$ cat src/design/qte_pkg.sv
// ----------------------------------------------------------------------------
// qte_pkg: shared constants and types for the quaternion to Euler converter
// Word widths, the arctangent table and the records handed between cells.
// ----------------------------------------------------------------------------
package qte_pkg;

    localparam int QUAT_WIDTH    = 16;
    localparam int ANGLE_WIDTH   = 16;
    localparam int CORDIC_STAGES = 16;

    localparam int FRAC_BITS     = QUAT_WIDTH - 2;
    localparam int PROD_W        = 2 * QUAT_WIDTH - FRAC_BITS + 1;
    localparam int SUM_W         = PROD_W + 1;
    localparam int CW            = SUM_W + 4;
    localparam int SQ_W          = 2 * FRAC_BITS + 1;
    localparam int RES_W         = SQ_W + 1;
    localparam int ROOT_STEPS    = FRAC_BITS + 1;
    localparam int CORDIC_CELLS  = (CORDIC_STAGES > 32) ? 32 : CORDIC_STAGES;
    localparam int ANG_W         = 32;
    localparam int SHIFT_W       = 5;
    localparam int FRONT_STAGES  = 3;
    localparam int PIPE_STAGES   = FRONT_STAGES + ROOT_STEPS + CORDIC_CELLS;
    localparam int SCALE_SHIFT   = ANG_W - ANGLE_WIDTH;

    // Rounded arctangent of 2^-i, binary angle with 2^31 = 180 degrees.
    localparam logic [ANG_W-1:0] ATAN_TAB [32] = '{
        32'h20000000, 32'h12E4051E, 32'h09FB385B, 32'h051111D4, 32'h028B0D43,
        32'h0145D7E1, 32'h00A2F61E, 32'h00517C55, 32'h0028BE53, 32'h00145F2F,
        32'h000A2F98, 32'h000517CC, 32'h00028BE6, 32'h000145F3, 32'h0000A2FA,
        32'h0000517D, 32'h000028BE, 32'h0000145F, 32'h00000A30, 32'h00000518,
        32'h0000028C, 32'h00000146, 32'h000000A3, 32'h00000051, 32'h00000029,
        32'h00000014, 32'h0000000A, 32'h00000005, 32'h00000003, 32'h00000001,
        32'h00000001, 32'h00000000
    };

    typedef struct packed {
        logic signed [CW-1:0] x;
        logic signed [CW-1:0] y;
        logic [ANG_W-1:0]     ang;
        logic                 zero;
    } cordic_t;

    typedef struct packed {
        logic [SQ_W-1:0]  rem;
        logic [RES_W-1:0] root;
    } root_t;

    typedef struct packed {
        logic signed [SUM_W-1:0] hn;
        logic signed [SUM_W-1:0] hd;
        logic signed [SUM_W-1:0] rn;
        logic signed [SUM_W-1:0] rd;
        logic signed [SUM_W-1:0] sp;
        logic                    sat_pos;
        logic                    sat_neg;
    } side_t;

    typedef struct packed {
        side_t           side;
        logic [SQ_W-1:0] rem;
    } front_t;

endpackage

$ cat src/design/qte_cordic_cell.sv
// ----------------------------------------------------------------------------
// qte_cordic_cell: one vectoring CORDIC micro-rotation
// Rotates toward the x axis by the arctangent of 2^-shift and registers.
// ----------------------------------------------------------------------------
module qte_cordic_cell
    import qte_pkg::*;
(
    input  logic               clk,
    input  logic               en,
    input  logic [SHIFT_W-1:0] shift,
    input  logic [ANG_W-1:0]   atan_val,
    input  cordic_t            din,
    output cordic_t            dout
);

    logic signed [CW-1:0] dx, dy;
    logic                 y_pos;
    cordic_t              dout_next;
    cordic_t              dout_reg;

    always_comb
    begin
        dx    = $signed(din.y) >>> shift;
        dy    = $signed(din.x) >>> shift;
        y_pos = !din.y[CW-1] && (din.y != '0);
        dout_next.zero = din.zero;
        if (y_pos)
        begin
            dout_next.x   = din.x + dx;
            dout_next.y   = din.y - dy;
            dout_next.ang = din.ang + atan_val;
        end
        else
        begin
            dout_next.x   = din.x - dx;
            dout_next.y   = din.y + dy;
            dout_next.ang = din.ang - atan_val;
        end
    end

    always_ff @(posedge clk)
    begin
        if (en)
            dout_reg <= dout_next;
    end

    assign dout = dout_reg;

endmodule

$ cat config.mk
export PLATFORM = sky130hd
export DESIGN_NAME = qte_cordic_cell
export DESIGN_NICKNAME = d
export VERILOG_FILES = /design/src/design/qte_pkg.sv /design/src/design/qte_cordic_cell.sv
export SDC_FILE = /design/constraint.sdc
export NUM_CORES = 1
export LEC_CHECK = 0
export BUFFER_PORTS_ARGS = -buffer_cell sky130_fd_sc_hd__buf_2
export CAP_MARGIN = 30
export CORE_ASPECT_RATIO = 0.5
export CORE_MARGIN = 2
export CORE_UTILIZATION = 45
export CTS_BUF_LIST = sky130_fd_sc_hd__clkbuf_2
export CTS_CLUSTER_DIAMETER = 200
export DETAILED_ROUTE_END_ITERATION = 8
export PLACE_DENSITY = 0.68
export SLEW_MARGIN = 20
export SYNTH_ARGS = -nofsm -noshare
export SYNTH_HDL_FRONTEND = slang
export SYNTH_SLANG_ARGS = --single-unit
$ cat constraint.sdc
create_clock -name clk -period 18.1 [get_ports clk]
set_clock_uncertainty 0.1 [all_clocks]
set_input_delay 2.715 -clock clk [delete_from_list [all_inputs] [get_ports clk]]
set_output_delay 2.715 -clock clk [all_outputs]
set_load 0.005 [all_outputs]
==> reports/metrics.cfg <==
[critical_path]
cp_max_fo=52
endpoint_kind=flop
critPathLaunchType=primary input
required_ps=18500
arrival_ps=8860
worstSetupPathType=in -> reg

[logic_synthesis]
yosysWarningCount=0
ys_seq_elements=81
avgSynthCellArea_sq_um=9.034
synthArstFlopShare_pct=0
synthesis.area_sq_um=10600
synthFlopType=edfxtp_1
ys_types=74
ys_seq_area_share_pct=22.95
synth_cells=1173
synth_edf_count=81
syn-num-nets=1384

[layout]
largest_reg_flops=81
syn2layout_area_growth_pct=13.09
final_common_cell=buf_2
drive_above_1_share_pct=21.87
final_cell_mix=buf_2, nand2_1, nor2_1
fin_nets=1555

[cts]
postCtsHoldBufs=0
cts.repair.resized=0
root_buffer=clkbuf_2
cts_tree=done
cts.clk_slew.worst_paths_ps=240
cts_num_sinks=81
cts_buffers=9
cts_max_level=3
post_cts_buffers=0
cts_buffer_depth=2

[timing]
setup_viol=0
rsz0062_at_grt=no
min_period_over_period_pct=46.73
period_minus_slack_ps=8458
final.setup.tns_ps=0
maxSlewViolCount=0
hold_violations=0
worst_pin_slew_ps=907.2
clock.fmax_mhz=118.2
relSlewSlack_pct=39.45

[place]
gp_congestion=0.9837
port_buffers=200
hpwl_um=25580

[power]
power_w=0.0008726
p_per_area_nw_per_um2=72.81
leakage_nw=5.016
irDropWorstVdd_mv=0.04045

[route]
drtIter0Drc=1040
wl_per_cell_um=20.11
num_vias=10137
drc_errors=0
drt-total-wl_um=33330
viasPerCell=6.118
antenna_left=0
firstDrtPassIters=8

[die]
start_util_pct=46.10
die_area_sq_um=24870
core_sq_um=22980
die_h_um=112.5
placement_rows=39
die_width_um=221.0
io_pins=201

[grt]
grt_use_total_pct=26.39
antenna_found_initial=1
grt.overflow.total=0
grt_pass1_vias=9537
grt_pass1_wl_um=51870
grt_max_degree=67

[min_path]
hold_depth=1
min-delay-start=din[0]
hp-class=in -> reg
worstHoldEndpoint=dout[0]

[run]
cap_violations=0

[status]
status=complete, no violations

[routing by layer]
layer  global-route usage [%]  wire length [um]
met1                    37.07             15280
met2                    41.48             14830
met3                    6.990              2862
met4                    4.295               350
met5                        0                 0
[worst max path at each step]
stage,start,end,cells after the start
2_1_floorplan,shift[1],dout[55],23
3_3_place_gp,shift[2],dout[55],20
3_5_place_dp,shift[1],dout[55],20
4_1_cts,shift[1],dout[55],20
5_1_grt,shift[0],dout[55],20
6_report,shift[2],dout[55],20
[final cells by class]
cell class	instances	area, sq um
multi-input cells	1013	7828
well taps	307	384.1
inverters	32	120.1
clock inverters	7	93.84
flip-flops and latches	81	2432
diodes	1	2.502
fillers	2216	11000
clock buffers	9	45.04
repair buffers	207	1079
[synthesized netlist by cell type (5+ instances only)]
master | number | area share [%]
xor2_1 | 32 | 2.6
o21ai_0 | 64 | 3.0
a31oi_1 | 11 | 0.65
mux2i_1 | 46 | 4.3
or4_1 | 6 | 0.43
a21o_1 | 26 | 1.8
ha_1 | 88 | 10
edfxtp_1 | 81 | 23
a2111oi_0 | 6 | 0.50
o41ai_1 | 10 | 0.83
a21oi_1 | 91 | 4.3
nor3_1 | 30 | 1.4
buf_1 | 6 | 0.21
inv_1 | 30 | 1.1
and3_1 | 7 | 0.41
mux2_2 | 11 | 1.2
nand3_1 | 17 | 0.80
or3_1 | 9 | 0.53
xnor2_1 | 97 | 8.0
o21a_1 | 28 | 2.0
mux2_1 | 6 | 0.64
nand2_1 | 110 | 3.9
nor4_1 | 9 | 0.53
o31ai_1 | 15 | 1.1
buf_2 | 7 | 0.33
clkbuf_1 | 26 | 0.92
and2_1 | 9 | 0.53
o211ai_1 | 11 | 0.78
nor2_1 | 107 | 3.8
o21ai_1 | 5 | 0.24
nor2b_1 | 12 | 0.71
nand4_1 | 6 | 0.35
a21boi_0 | 7 | 0.50
mux4_2 | 47 | 10
a41oi_1 | 5 | 0.41
a211oi_1 | 10 | 0.71
nand2b_1 | 14 | 0.83
[cell families after synthesis]
family | share of synthesized area [%]
mux | 16.14
compound gates | 20.55
xor+xnor | 10.66
flops | 22.95
simple gates | 15.43
fa+ha+maj | 10.96
buf+inv | 3.306
[critical path, stage by stage]
cell,delay (ps)
buf_2,70
buf_4,520
clkinv_1,800
mux2i_1,450
o22ai_1,160
a211oi_1,450
ha_1,480
nor2_1,110
xnor2_1,140
ha_1,370
a211oi_1,360
nor3_1,110
or4_1,540
a21oi_1,270
o41ai_1,210
o211a_1,270
o21a_1,180
o21a_1,180
o41ai_1,310
xnor2_1,110
[power breakdown]
part,switching (W),total [W],internal (W),leakage (nW)
clock network,0.0000811,0.000127,0.0000459,0.0816
registers,0.0000108,0.000280,0.000270,0.793
logic,0.000261,0.000465,0.000204,4.14
total,0.000353,0.000873,0.000520,5.02
[metrics by stage]
step	hold slack [ps]	area, sq um	worst slack [ps]	util (%)	std cells
floorplan	2714	10600	9889	-	1173
global placement	2792	11820	9192	51.41	1639
detailed placement	2799	11820	9077	51.41	1639
CTS	2004	11950	9917	52.01	1655
global route	1975	11980	9372	52.14	1657
finish	2067	11980	9642	52.14	1657
(Power assumes the default switching activity.)
