`config.mk`:
```
export PLATFORM = sky130hd
export DESIGN_NAME = qte_root_cell
export DESIGN_NICKNAME = d
export VERILOG_FILES = /design/src/design/qte_pkg.sv /design/src/design/qte_root_cell.sv
export SDC_FILE = /design/constraint.sdc
export NUM_CORES = 1
export LEC_CHECK = 0
export BUFFER_PORTS_ARGS = -buffer_cell sky130_fd_sc_hd__buf_4
export CAP_MARGIN = 20
export CORE_AREA = 2 2 125 127
export CTS_BUF_LIST = sky130_fd_sc_hd__clkbuf_2 sky130_fd_sc_hd__clkbuf_4 sky130_fd_sc_hd__clkbuf_8
export CTS_CLUSTER_DIAMETER = 50
export DETAILED_ROUTE_END_ITERATION = 16
export DIE_AREA = 0 0 127 129
export GPL_ROUTABILITY_DRIVEN = 0
export GPL_TIMING_DRIVEN = 0
export HOLD_SLACK_MARGIN = 0.1
export PLACE_DENSITY_LB_ADDON = 0.08
export SYNTH_ARGS = -nofsm -noshare
export SYNTH_HDL_FRONTEND = slang
export SYNTH_SLANG_ARGS = --single-unit
```
`constraint.sdc`:
```
create_clock -name clk -period 5.4 [get_ports clk]
set_clock_uncertainty 0.05 [all_clocks]
set_input_delay 0.54 -clock clk [delete_from_list [all_inputs] [get_ports clk]]
set_output_delay 0.54 -clock clk [all_outputs]
set_load 0.01 [all_outputs]
```
`src/design/qte_pkg.sv`:
```
// ----------------------------------------------------------------------------
// qte_pkg: shared constants and types for the quaternion to Euler converter
// Word widths, the arctangent table and the records handed between cells.
// ----------------------------------------------------------------------------
package qte_pkg;

    localparam int QUAT_WIDTH    = 16;
    localparam int ANGLE_WIDTH   = 16;
    localparam int CORDIC_STAGES = 16;

    localparam int FRAC_BITS     = QUAT_WIDTH - 2;
    localparam int PROD_W        = 2 * QUAT_WIDTH - FRAC_BITS + 1;
    localparam int SUM_W         = PROD_W + 1;
    localparam int CW            = SUM_W + 4;
    localparam int SQ_W          = 2 * FRAC_BITS + 1;
    localparam int RES_W         = SQ_W + 1;
    localparam int ROOT_STEPS    = FRAC_BITS + 1;
    localparam int CORDIC_CELLS  = (CORDIC_STAGES > 32) ? 32 : CORDIC_STAGES;
    localparam int ANG_W         = 32;
    localparam int SHIFT_W       = 5;
    localparam int FRONT_STAGES  = 3;
    localparam int PIPE_STAGES   = FRONT_STAGES + ROOT_STEPS + CORDIC_CELLS;
    localparam int SCALE_SHIFT   = ANG_W - ANGLE_WIDTH;

    // Rounded arctangent of 2^-i, binary angle with 2^31 = 180 degrees.
    localparam logic [ANG_W-1:0] ATAN_TAB [32] = '{
        32'h20000000, 32'h12E4051E, 32'h09FB385B, 32'h051111D4, 32'h028B0D43,
        32'h0145D7E1, 32'h00A2F61E, 32'h00517C55, 32'h0028BE53, 32'h00145F2F,
        32'h000A2F98, 32'h000517CC, 32'h00028BE6, 32'h000145F3, 32'h0000A2FA,
        32'h0000517D, 32'h000028BE, 32'h0000145F, 32'h00000A30, 32'h00000518,
        32'h0000028C, 32'h00000146, 32'h000000A3, 32'h00000051, 32'h00000029,
        32'h00000014, 32'h0000000A, 32'h00000005, 32'h00000003, 32'h00000001,
        32'h00000001, 32'h00000000
    };

    typedef struct packed {
        logic signed [CW-1:0] x;
        logic signed [CW-1:0] y;
        logic [ANG_W-1:0]     ang;
        logic                 zero;
    } cordic_t;

    typedef struct packed {
        logic [SQ_W-1:0]  rem;
        logic [RES_W-1:0] root;
    } root_t;

    typedef struct packed {
        logic signed [SUM_W-1:0] hn;
        logic signed [SUM_W-1:0] hd;
        logic signed [SUM_W-1:0] rn;
        logic signed [SUM_W-1:0] rd;
        logic signed [SUM_W-1:0] sp;
        logic                    sat_pos;
        logic                    sat_neg;
    } side_t;

    typedef struct packed {
        side_t           side;
        logic [SQ_W-1:0] rem;
    } front_t;

endpackage

```
`src/design/qte_root_cell.sv`:
```
// ----------------------------------------------------------------------------
// qte_root_cell: one step of the integer square root
// Tries one result bit against the running remainder and registers the pair.
// ----------------------------------------------------------------------------
module qte_root_cell
    import qte_pkg::*;
(
    input  logic             clk,
    input  logic             en,
    input  logic [RES_W-1:0] bit_val,
    input  root_t            din,
    output root_t            dout
);

    logic [RES_W-1:0] trial;
    logic [RES_W-1:0] rem_ext;
    root_t            dout_next;
    root_t            dout_reg;

    always_comb
    begin
        trial   = din.root + bit_val;
        rem_ext = RES_W'(din.rem);
        if (rem_ext >= trial)
        begin
            dout_next.rem  = SQ_W'(rem_ext - trial);
            dout_next.root = (din.root >> 1) + bit_val;
        end
        else
        begin
            dout_next.rem  = din.rem;
            dout_next.root = din.root >> 1;
        end
    end

    always_ff @(posedge clk)
    begin
        if (en)
            dout_reg <= dout_next;
    end

    assign dout = dout_reg;

endmodule

```
==> results of run 1 <==
==> per-stage QoR <==
step	setup TNS, ns	instances	utilization	instance area (um2)
after floorplan	0	708	-	6770
final	0	1075	0.5854	8767
after global routing	-0.8035	1075	0.5854	8767
after detailed placement	-56.55	1045	0.5424	8124
after global placement	-52.25	1045	0.5424	8124
after CTS	0	1064	0.5590	8372
==> cells in the mapped netlist (all sizes together) (9+ instances only) <==
| cell | number | area (um2) |
|---|---|---|
| xor2 | 27 | 236.5 |
| ha | 87 | 1089 |
| or2 | 9 | 56.31 |
| nor2 | 39 | 146.4 |
| a21oi | 67 | 339.1 |
| nand4 | 9 | 56.30 |
| o21bai | 14 | 105.1 |
| edfxtp | 59 | 1772 |
| o21ai | 30 | 150.2 |
| a211oi | 10 | 90.09 |
| o21a | 14 | 105.1 |
| inv | 30 | 112.6 |
| mux2 | 54 | 626.8 |
| xnor2 | 41 | 359.1 |
| nand2 | 32 | 120.1 |
| nand2b | 12 | 75.07 |
| nand3 | 15 | 75.07 |
| a21o | 37 | 277.8 |
| nor3 | 17 | 101.4 |
==> cell usage in the layout (no fill, tap or decap), types with 5 or more instances in the layout <==
| cell | count |
|---|---|
| buf_4 | 160 |
| ha_1 | 81 |
| a21oi_1 | 62 |
| edfxtp_1 | 59 |
| xnor2_1 | 40 |
| nor2_1 | 39 |
| a21o_1 | 37 |
| nand2_1 | 32 |
| inv_1 | 29 |
| mux2_2 | 29 |
| xor2_1 | 26 |
| mux2_4 | 25 |
| o21ai_0 | 24 |
| nand3_1 | 15 |
| nor3_1 | 14 |
| o21bai_1 | 14 |
| o21a_1 | 13 |
| nand2b_1 | 12 |
| nand4_1 | 9 |
| clkbuf_8 | 9 |
| or2_2 | 8 |
| and2_1 | 8 |
| a31oi_1 | 7 |
| a211oi_1 | 7 |
| a211o_1 | 6 |
| nor2b_1 | 6 |
| a21oi_2 | 5 |
| ha_4 | 5 |
==> logic make-up (layout without fill, tap and decap cells) <==
group	count (synthesis)	after routing	synth area share
adders and majority gates	90	90	0.1697
muxes	58	58	0.09850
AOI/OAI and AO/OA	224	224	0.2245
DFF	59	59	0.2617
buffers and inverters	39	218	0.02606
xor gates and xnor gates	68	68	0.08797
and+or+nand+nor	170	170	0.1316
==> final cells by class <==
class	instances	area [um2]	share of cell area
buffer	8	80.08	0.009134
clock buffer	11	138.9	0.01584
clock inverter	4	42.54	0.004852
inverter	30	112.6	0.01284
multi-input combinational	610	5085	0.5800
sequential	59	1772	0.2021
tap	188	235.2	0.02683
timing repair buffer	165	1301	0.1484
==> how the worst min path moves through the flow <==
stage / cells past startpoint / to / slack, ns
after floorplan: 0 / dout[0] / 0.60
after global placement: 2 / dout[53] / 0.81
after detailed placement: 2 / dout[57] / 0.81
after CTS: 2 / dout[57] / 0.43
after global routing: 2 / dout[53] / 0.44
final: 2 / dout[52] / 0.45
==> metal layers <==
| layer | part of all wire | global-route usage | vias up |
|---|---|---|---|
| li1 | - | - | 3053 |
| met5 | 0 | 0 | - |
| met1 | 0.50 | 0.2955 | 2859 |
| met4 | 0.022 | 0.08468 | 0 |
| met2 | 0.43 | 0.3238 | 172 |
| met3 | 0.050 | 0.04116 | 33 |
==> where the power goes <==
group          internal [mW]  switching [mW]  total (mW)
clock network          0.217           0.186       0.403
registers              0.610          0.0214       0.631
logic                  0.704           0.679        1.38
==> repair_timing <==
item,in CTS,in global routing
pin swaps,4,28
gates resized for setup,7,57
buffers inserted,4,10
setup endpoints to repair,59,59
hold buffers,0,0
cloned,0,2
==> out/qor.yml, run 1 <==
fin_crit_ns: 5.153
power.total_mw: 2.417
netlist_instances: 708
ys_warn_count: 0
grt-ovfl-total: 0
grt_max_degree: 60
rsz0062_at_grt: "true"
largest_reg_flops: 59
status: "finished clean"
grt_first_pass_wirelength_um: 27810
async_reset_ff_frac: 0
crit_type: "input port to flip-flop"
synth_edf_count: 59
initial_core_util: 0.4520
htreeDepth: 3
tightestPinTransition_ns: 0.8057
slowest_stage: "a221o_1"
clock-root-buffer: "clkbuf_8"
clk_path_buf_depth: 2
dieArea_um2: 16380
vias: 6117
hold_viol: 0
hpwl_um: 14070
core_um2: 14980
drt_iter0_markers: 362
fin_ws_ns: 0.2472
first_global_vias: 5752
setup_viol: 0
hold_slack_ns: 0.4476
crit_start: "bit_val[0]"
endpoint: "dout[19]"
maxSlewHeadroom: 0.4628
critPathLaunchType: "input port"
final-max-slew-violation-count: 0
max_freq_mhz: 194.1
path_clk_slew_ns: 0.07
critPathMaxStageDelay_ns: 0.35
chipHeight_um: 129
cp.buffers_inverters: 5
synth.distinct_cells: 65
row_count: 45
p_leak_nw: 3.862
ys_ff_latch: 59
cts_tree: "yes"
path_depth: 24
drc: 0
pre_cts_ws_ns: -1.110
first_pass_iters: 5
syn_nets: 889
wl_um: 18270
antenna_found_initial: 0
cp.required_ns: 5.45
worstHoldStart: "din[52]"
die_x_um: 127
clock_sinks: 59
nFillCells: 1328
synth-main-ff-cell: "edfxtp_1"
worstPathArrival_ns: 5.20
crit_family: "compound AO/OA/AOI/OAI gates"
synth_area_um2: 6770
area_delta_synth_final_pct: 29.50
ant_nets: 0
n_antenna_cell: 0
crit_chain: "buf_8, ha_4, inv_2, fa_2, nor2b_2, o31a_1, o311ai_4, a31oi_2, a311o_1, nor3b_4, or2_2, xnor2_2, ha_1, inv_1, o21bai_1, a21o_1, a221o_1, a31oi_1, o211ai_1, nand4_1, nor3_4, buf_6, clkbuf_16, mux2_4"
power_density_nw_per_um2: 275.6
cts_buffers: 9
maxCapViolations: 0
numPortBuffers: 149
post_drt_via_cell_ratio: 5.690
cp-end-kind: "flip-flop"
wl_per_cell_um: 17.00
io_pins: 150
hold_path_class: "input port to flip-flop"
syn_avg_cell_area_um2: 9.562
crit_fanout: 5
seq_area_frac_synth: 0.2617
ir_drop_uv: 137.3
finalNetCount: 1064
drive_above_1_share: 0.3191
min_period_over_period: 0.9542
grt_use_total: 0.2117
(Power assumes the default switching activity.)
==> run 2: changes to the inputs <==
--- a/config.mk
+++ b/config.mk
@@ -16,6 +16,7 @@
 export GPL_TIMING_DRIVEN = 0
 export HOLD_SLACK_MARGIN = 0.1
 export PLACE_DENSITY_LB_ADDON = 0.08
+export SKIP_CTS_REPAIR_TIMING = 1
 export SYNTH_ARGS = -nofsm -noshare
 export SYNTH_HDL_FRONTEND = slang
 export SYNTH_SLANG_ARGS = --single-unit
==> constraint.sdc (replaced) <==
create_clock -name clk -period 6.4 [get_ports clk]
set_clock_uncertainty 0.05 [all_clocks]
set_input_delay 0.64 -clock clk [delete_from_list [all_inputs] [get_ports clk]]
set_output_delay 0.64 -clock clk [all_outputs]
set_load 0.01 [all_outputs]
==> run 2 against run 1 <==
  * Sequential share of layout area rose by 1.1 points
  * Die area is the same
  * Utilization fell by 2.9 points
  * Final cell count down 1.2%
  * Clock power shrank 16%
  * Critical path type unchanged
  * Critical endpoint is now dout[27]
  * Largest cell class unchanged
==> out/qor.yml, run 2 (same netlist as run 1, synthesis figures left out) <==
grt_max_degree: 60  # unchanged
finalNetCount: 1051  # -1.2%
utilization: 0.5560  # -0.02941
hold_viol: 0  # unchanged
min_period_over_period: 0.9081
cts_tree: "yes"
mostFrequentLayoutCells: "buf_4 (155), ha_1 (87), a21oi_1 (66)"
numPortBuffers: 149  # unchanged
chipHeight_um: 129  # unchanged
worstPathArrival_ns: 5.87  # +0.67 ns
top_layer: "met4"
io_pins: 150  # unchanged
critPathLaunchType: "input port"
wl_per_cell_um: 16.44  # -3.3%
cp.buffers_inverters: 4  # -1
dr_wl_met3_um: 864  # -5.4%
maxCapViolations: 0  # unchanged
ant_nets: 0  # unchanged
core_um2: 14980  # unchanged
htreeDepth: 3  # unchanged
drt_iter0_markers: 303  # -16%
clock_sinks: 59  # unchanged
power_density_nw_per_um2: 231.8  # -16%
cp-end-kind: "flip-flop"
wl_um: 17460  # -4.5%
die_x_um: 127  # unchanged
grt_first_pass_wirelength_um: 27640  # -0.60%
hold_path_class: "input port to flip-flop"
hold_slack_ns: 0.5404  # +0.09277 ns
power.total_mw: 1.930  # -20%
drive_above_1_share: 0.2803  # -0.03873
clk_path_buf_depth: 2  # unchanged
crit_fanout: 10  # +5
fin_crit_ns: 5.812
pre_cts_ws_ns: -0.2101  # +0.9000 ns
grt_use_total: 0.2106  # -0.001148
mostFrequentLayoutCell: "buf_4"
grt-ovfl-total: 0  # unchanged
area_delta_synth_final_pct: 22.99
wl_met2_um: 7296  # -7.6%
crit_family: "simple AND/OR/NAND/NOR gates"
max_freq_mhz: 172.1
slowest_stage: "fa_1"
cp_common_cell: "buf_4"
dieArea_um2: 16380  # unchanged
ir_drop_uv: 115.5  # -16%
vias: 5971  # -2.4%
status: "finished clean"
cp.required_ns: 6.46  # +1.01 ns
tightestPinTransition_ns: 0.7951  # -0.01061 ns
hpwl_um: 14070  # unchanged
clock-root-buffer: "clkbuf_8"
path_clk_slew_ns: 0.07  # about the same
first_pass_iters: 5  # unchanged
initial_core_util: 0.4520  # unchanged
p_leak_nw: 3.678  # -4.8%
final-max-slew-violation-count: 0  # unchanged
antenna_found_initial: 0  # unchanged
largest_reg_flops: 59  # unchanged
critPathMaxStageDelay_ns: 0.40  # +0.05 ns
rsz0062_at_grt: "false"
drc: 0  # unchanged
fin_ws_ns: 0.5883  # +0.3411 ns
maxSlewHeadroom: 0.4699  # +0.007074
first_global_vias: 5729  # -0.40%
row_count: 45  # unchanged
n_antenna_cell: 0  # unchanged
cts_buffers: 9  # unchanged
wl_met1_um: 8930  # -1.4%
setup_viol: 0  # unchanged
post_drt_via_cell_ratio: 5.622  # -1.2%
crit_type: "input port to flip-flop"
## run 2: cell types whose count changed in the layout (fill, tap and decap cells not counted), sizes merged
cell / change
buf: -11
clkbuf: -2
## run 2: per-layer routing
metal | vias to the layer above | track usage
met5 | - | 0
met4 | 0 | 0.08468
met3 | 29 | 0.04116
met2 | 154 | 0.3219
met1 | 2745 | 0.2936
li1 | 3043 | -
## run 2: area by class of cell
class                           instances  area, um2
Inverter                               30      112.6
Sequential cell                        59       1772
Fill cell                            1370       6650
Tap cell                              188      235.2
Buffer                                  9      63.81
Multi-Input combinational cell        610       4828
Clock buffer                           11      138.9
Clock inverter                          4      42.54
Timing Repair Buffer                  151       1134
## run 2: worst paths after layout
check             endpoint        from  cells after the start  slack (ns)
setup / recovery  dout[27]  bit_val[0]                     25        0.59
hold / removal    dout[57]     din[57]                      2        0.54
## run 2: report_power, final
part / total (mW) / switching (mW) / internal, mW / leakage, nW
registers: 0.532 / 0.0179 / 0.514 / 0.577
logic: 1.06 / 0.536 / 0.522 / 3.01
clock network: 0.340 / 0.157 / 0.183 / 0.0951
total: 1.93 / 0.710 / 1.22 / 3.68
## run 2: per-stage QoR
step / std cells / setup TNS (ns) / area (um2)
CTS: 1060 / 0 / 8305
global placement: 1045 / -0.8762 / 8124
global route: 1062 / 0 / 8327
finish: 1062 / 0 / 8327
detailed placement: 1045 / -3.557 / 8124
floorplan: 708 / 0 / 6770
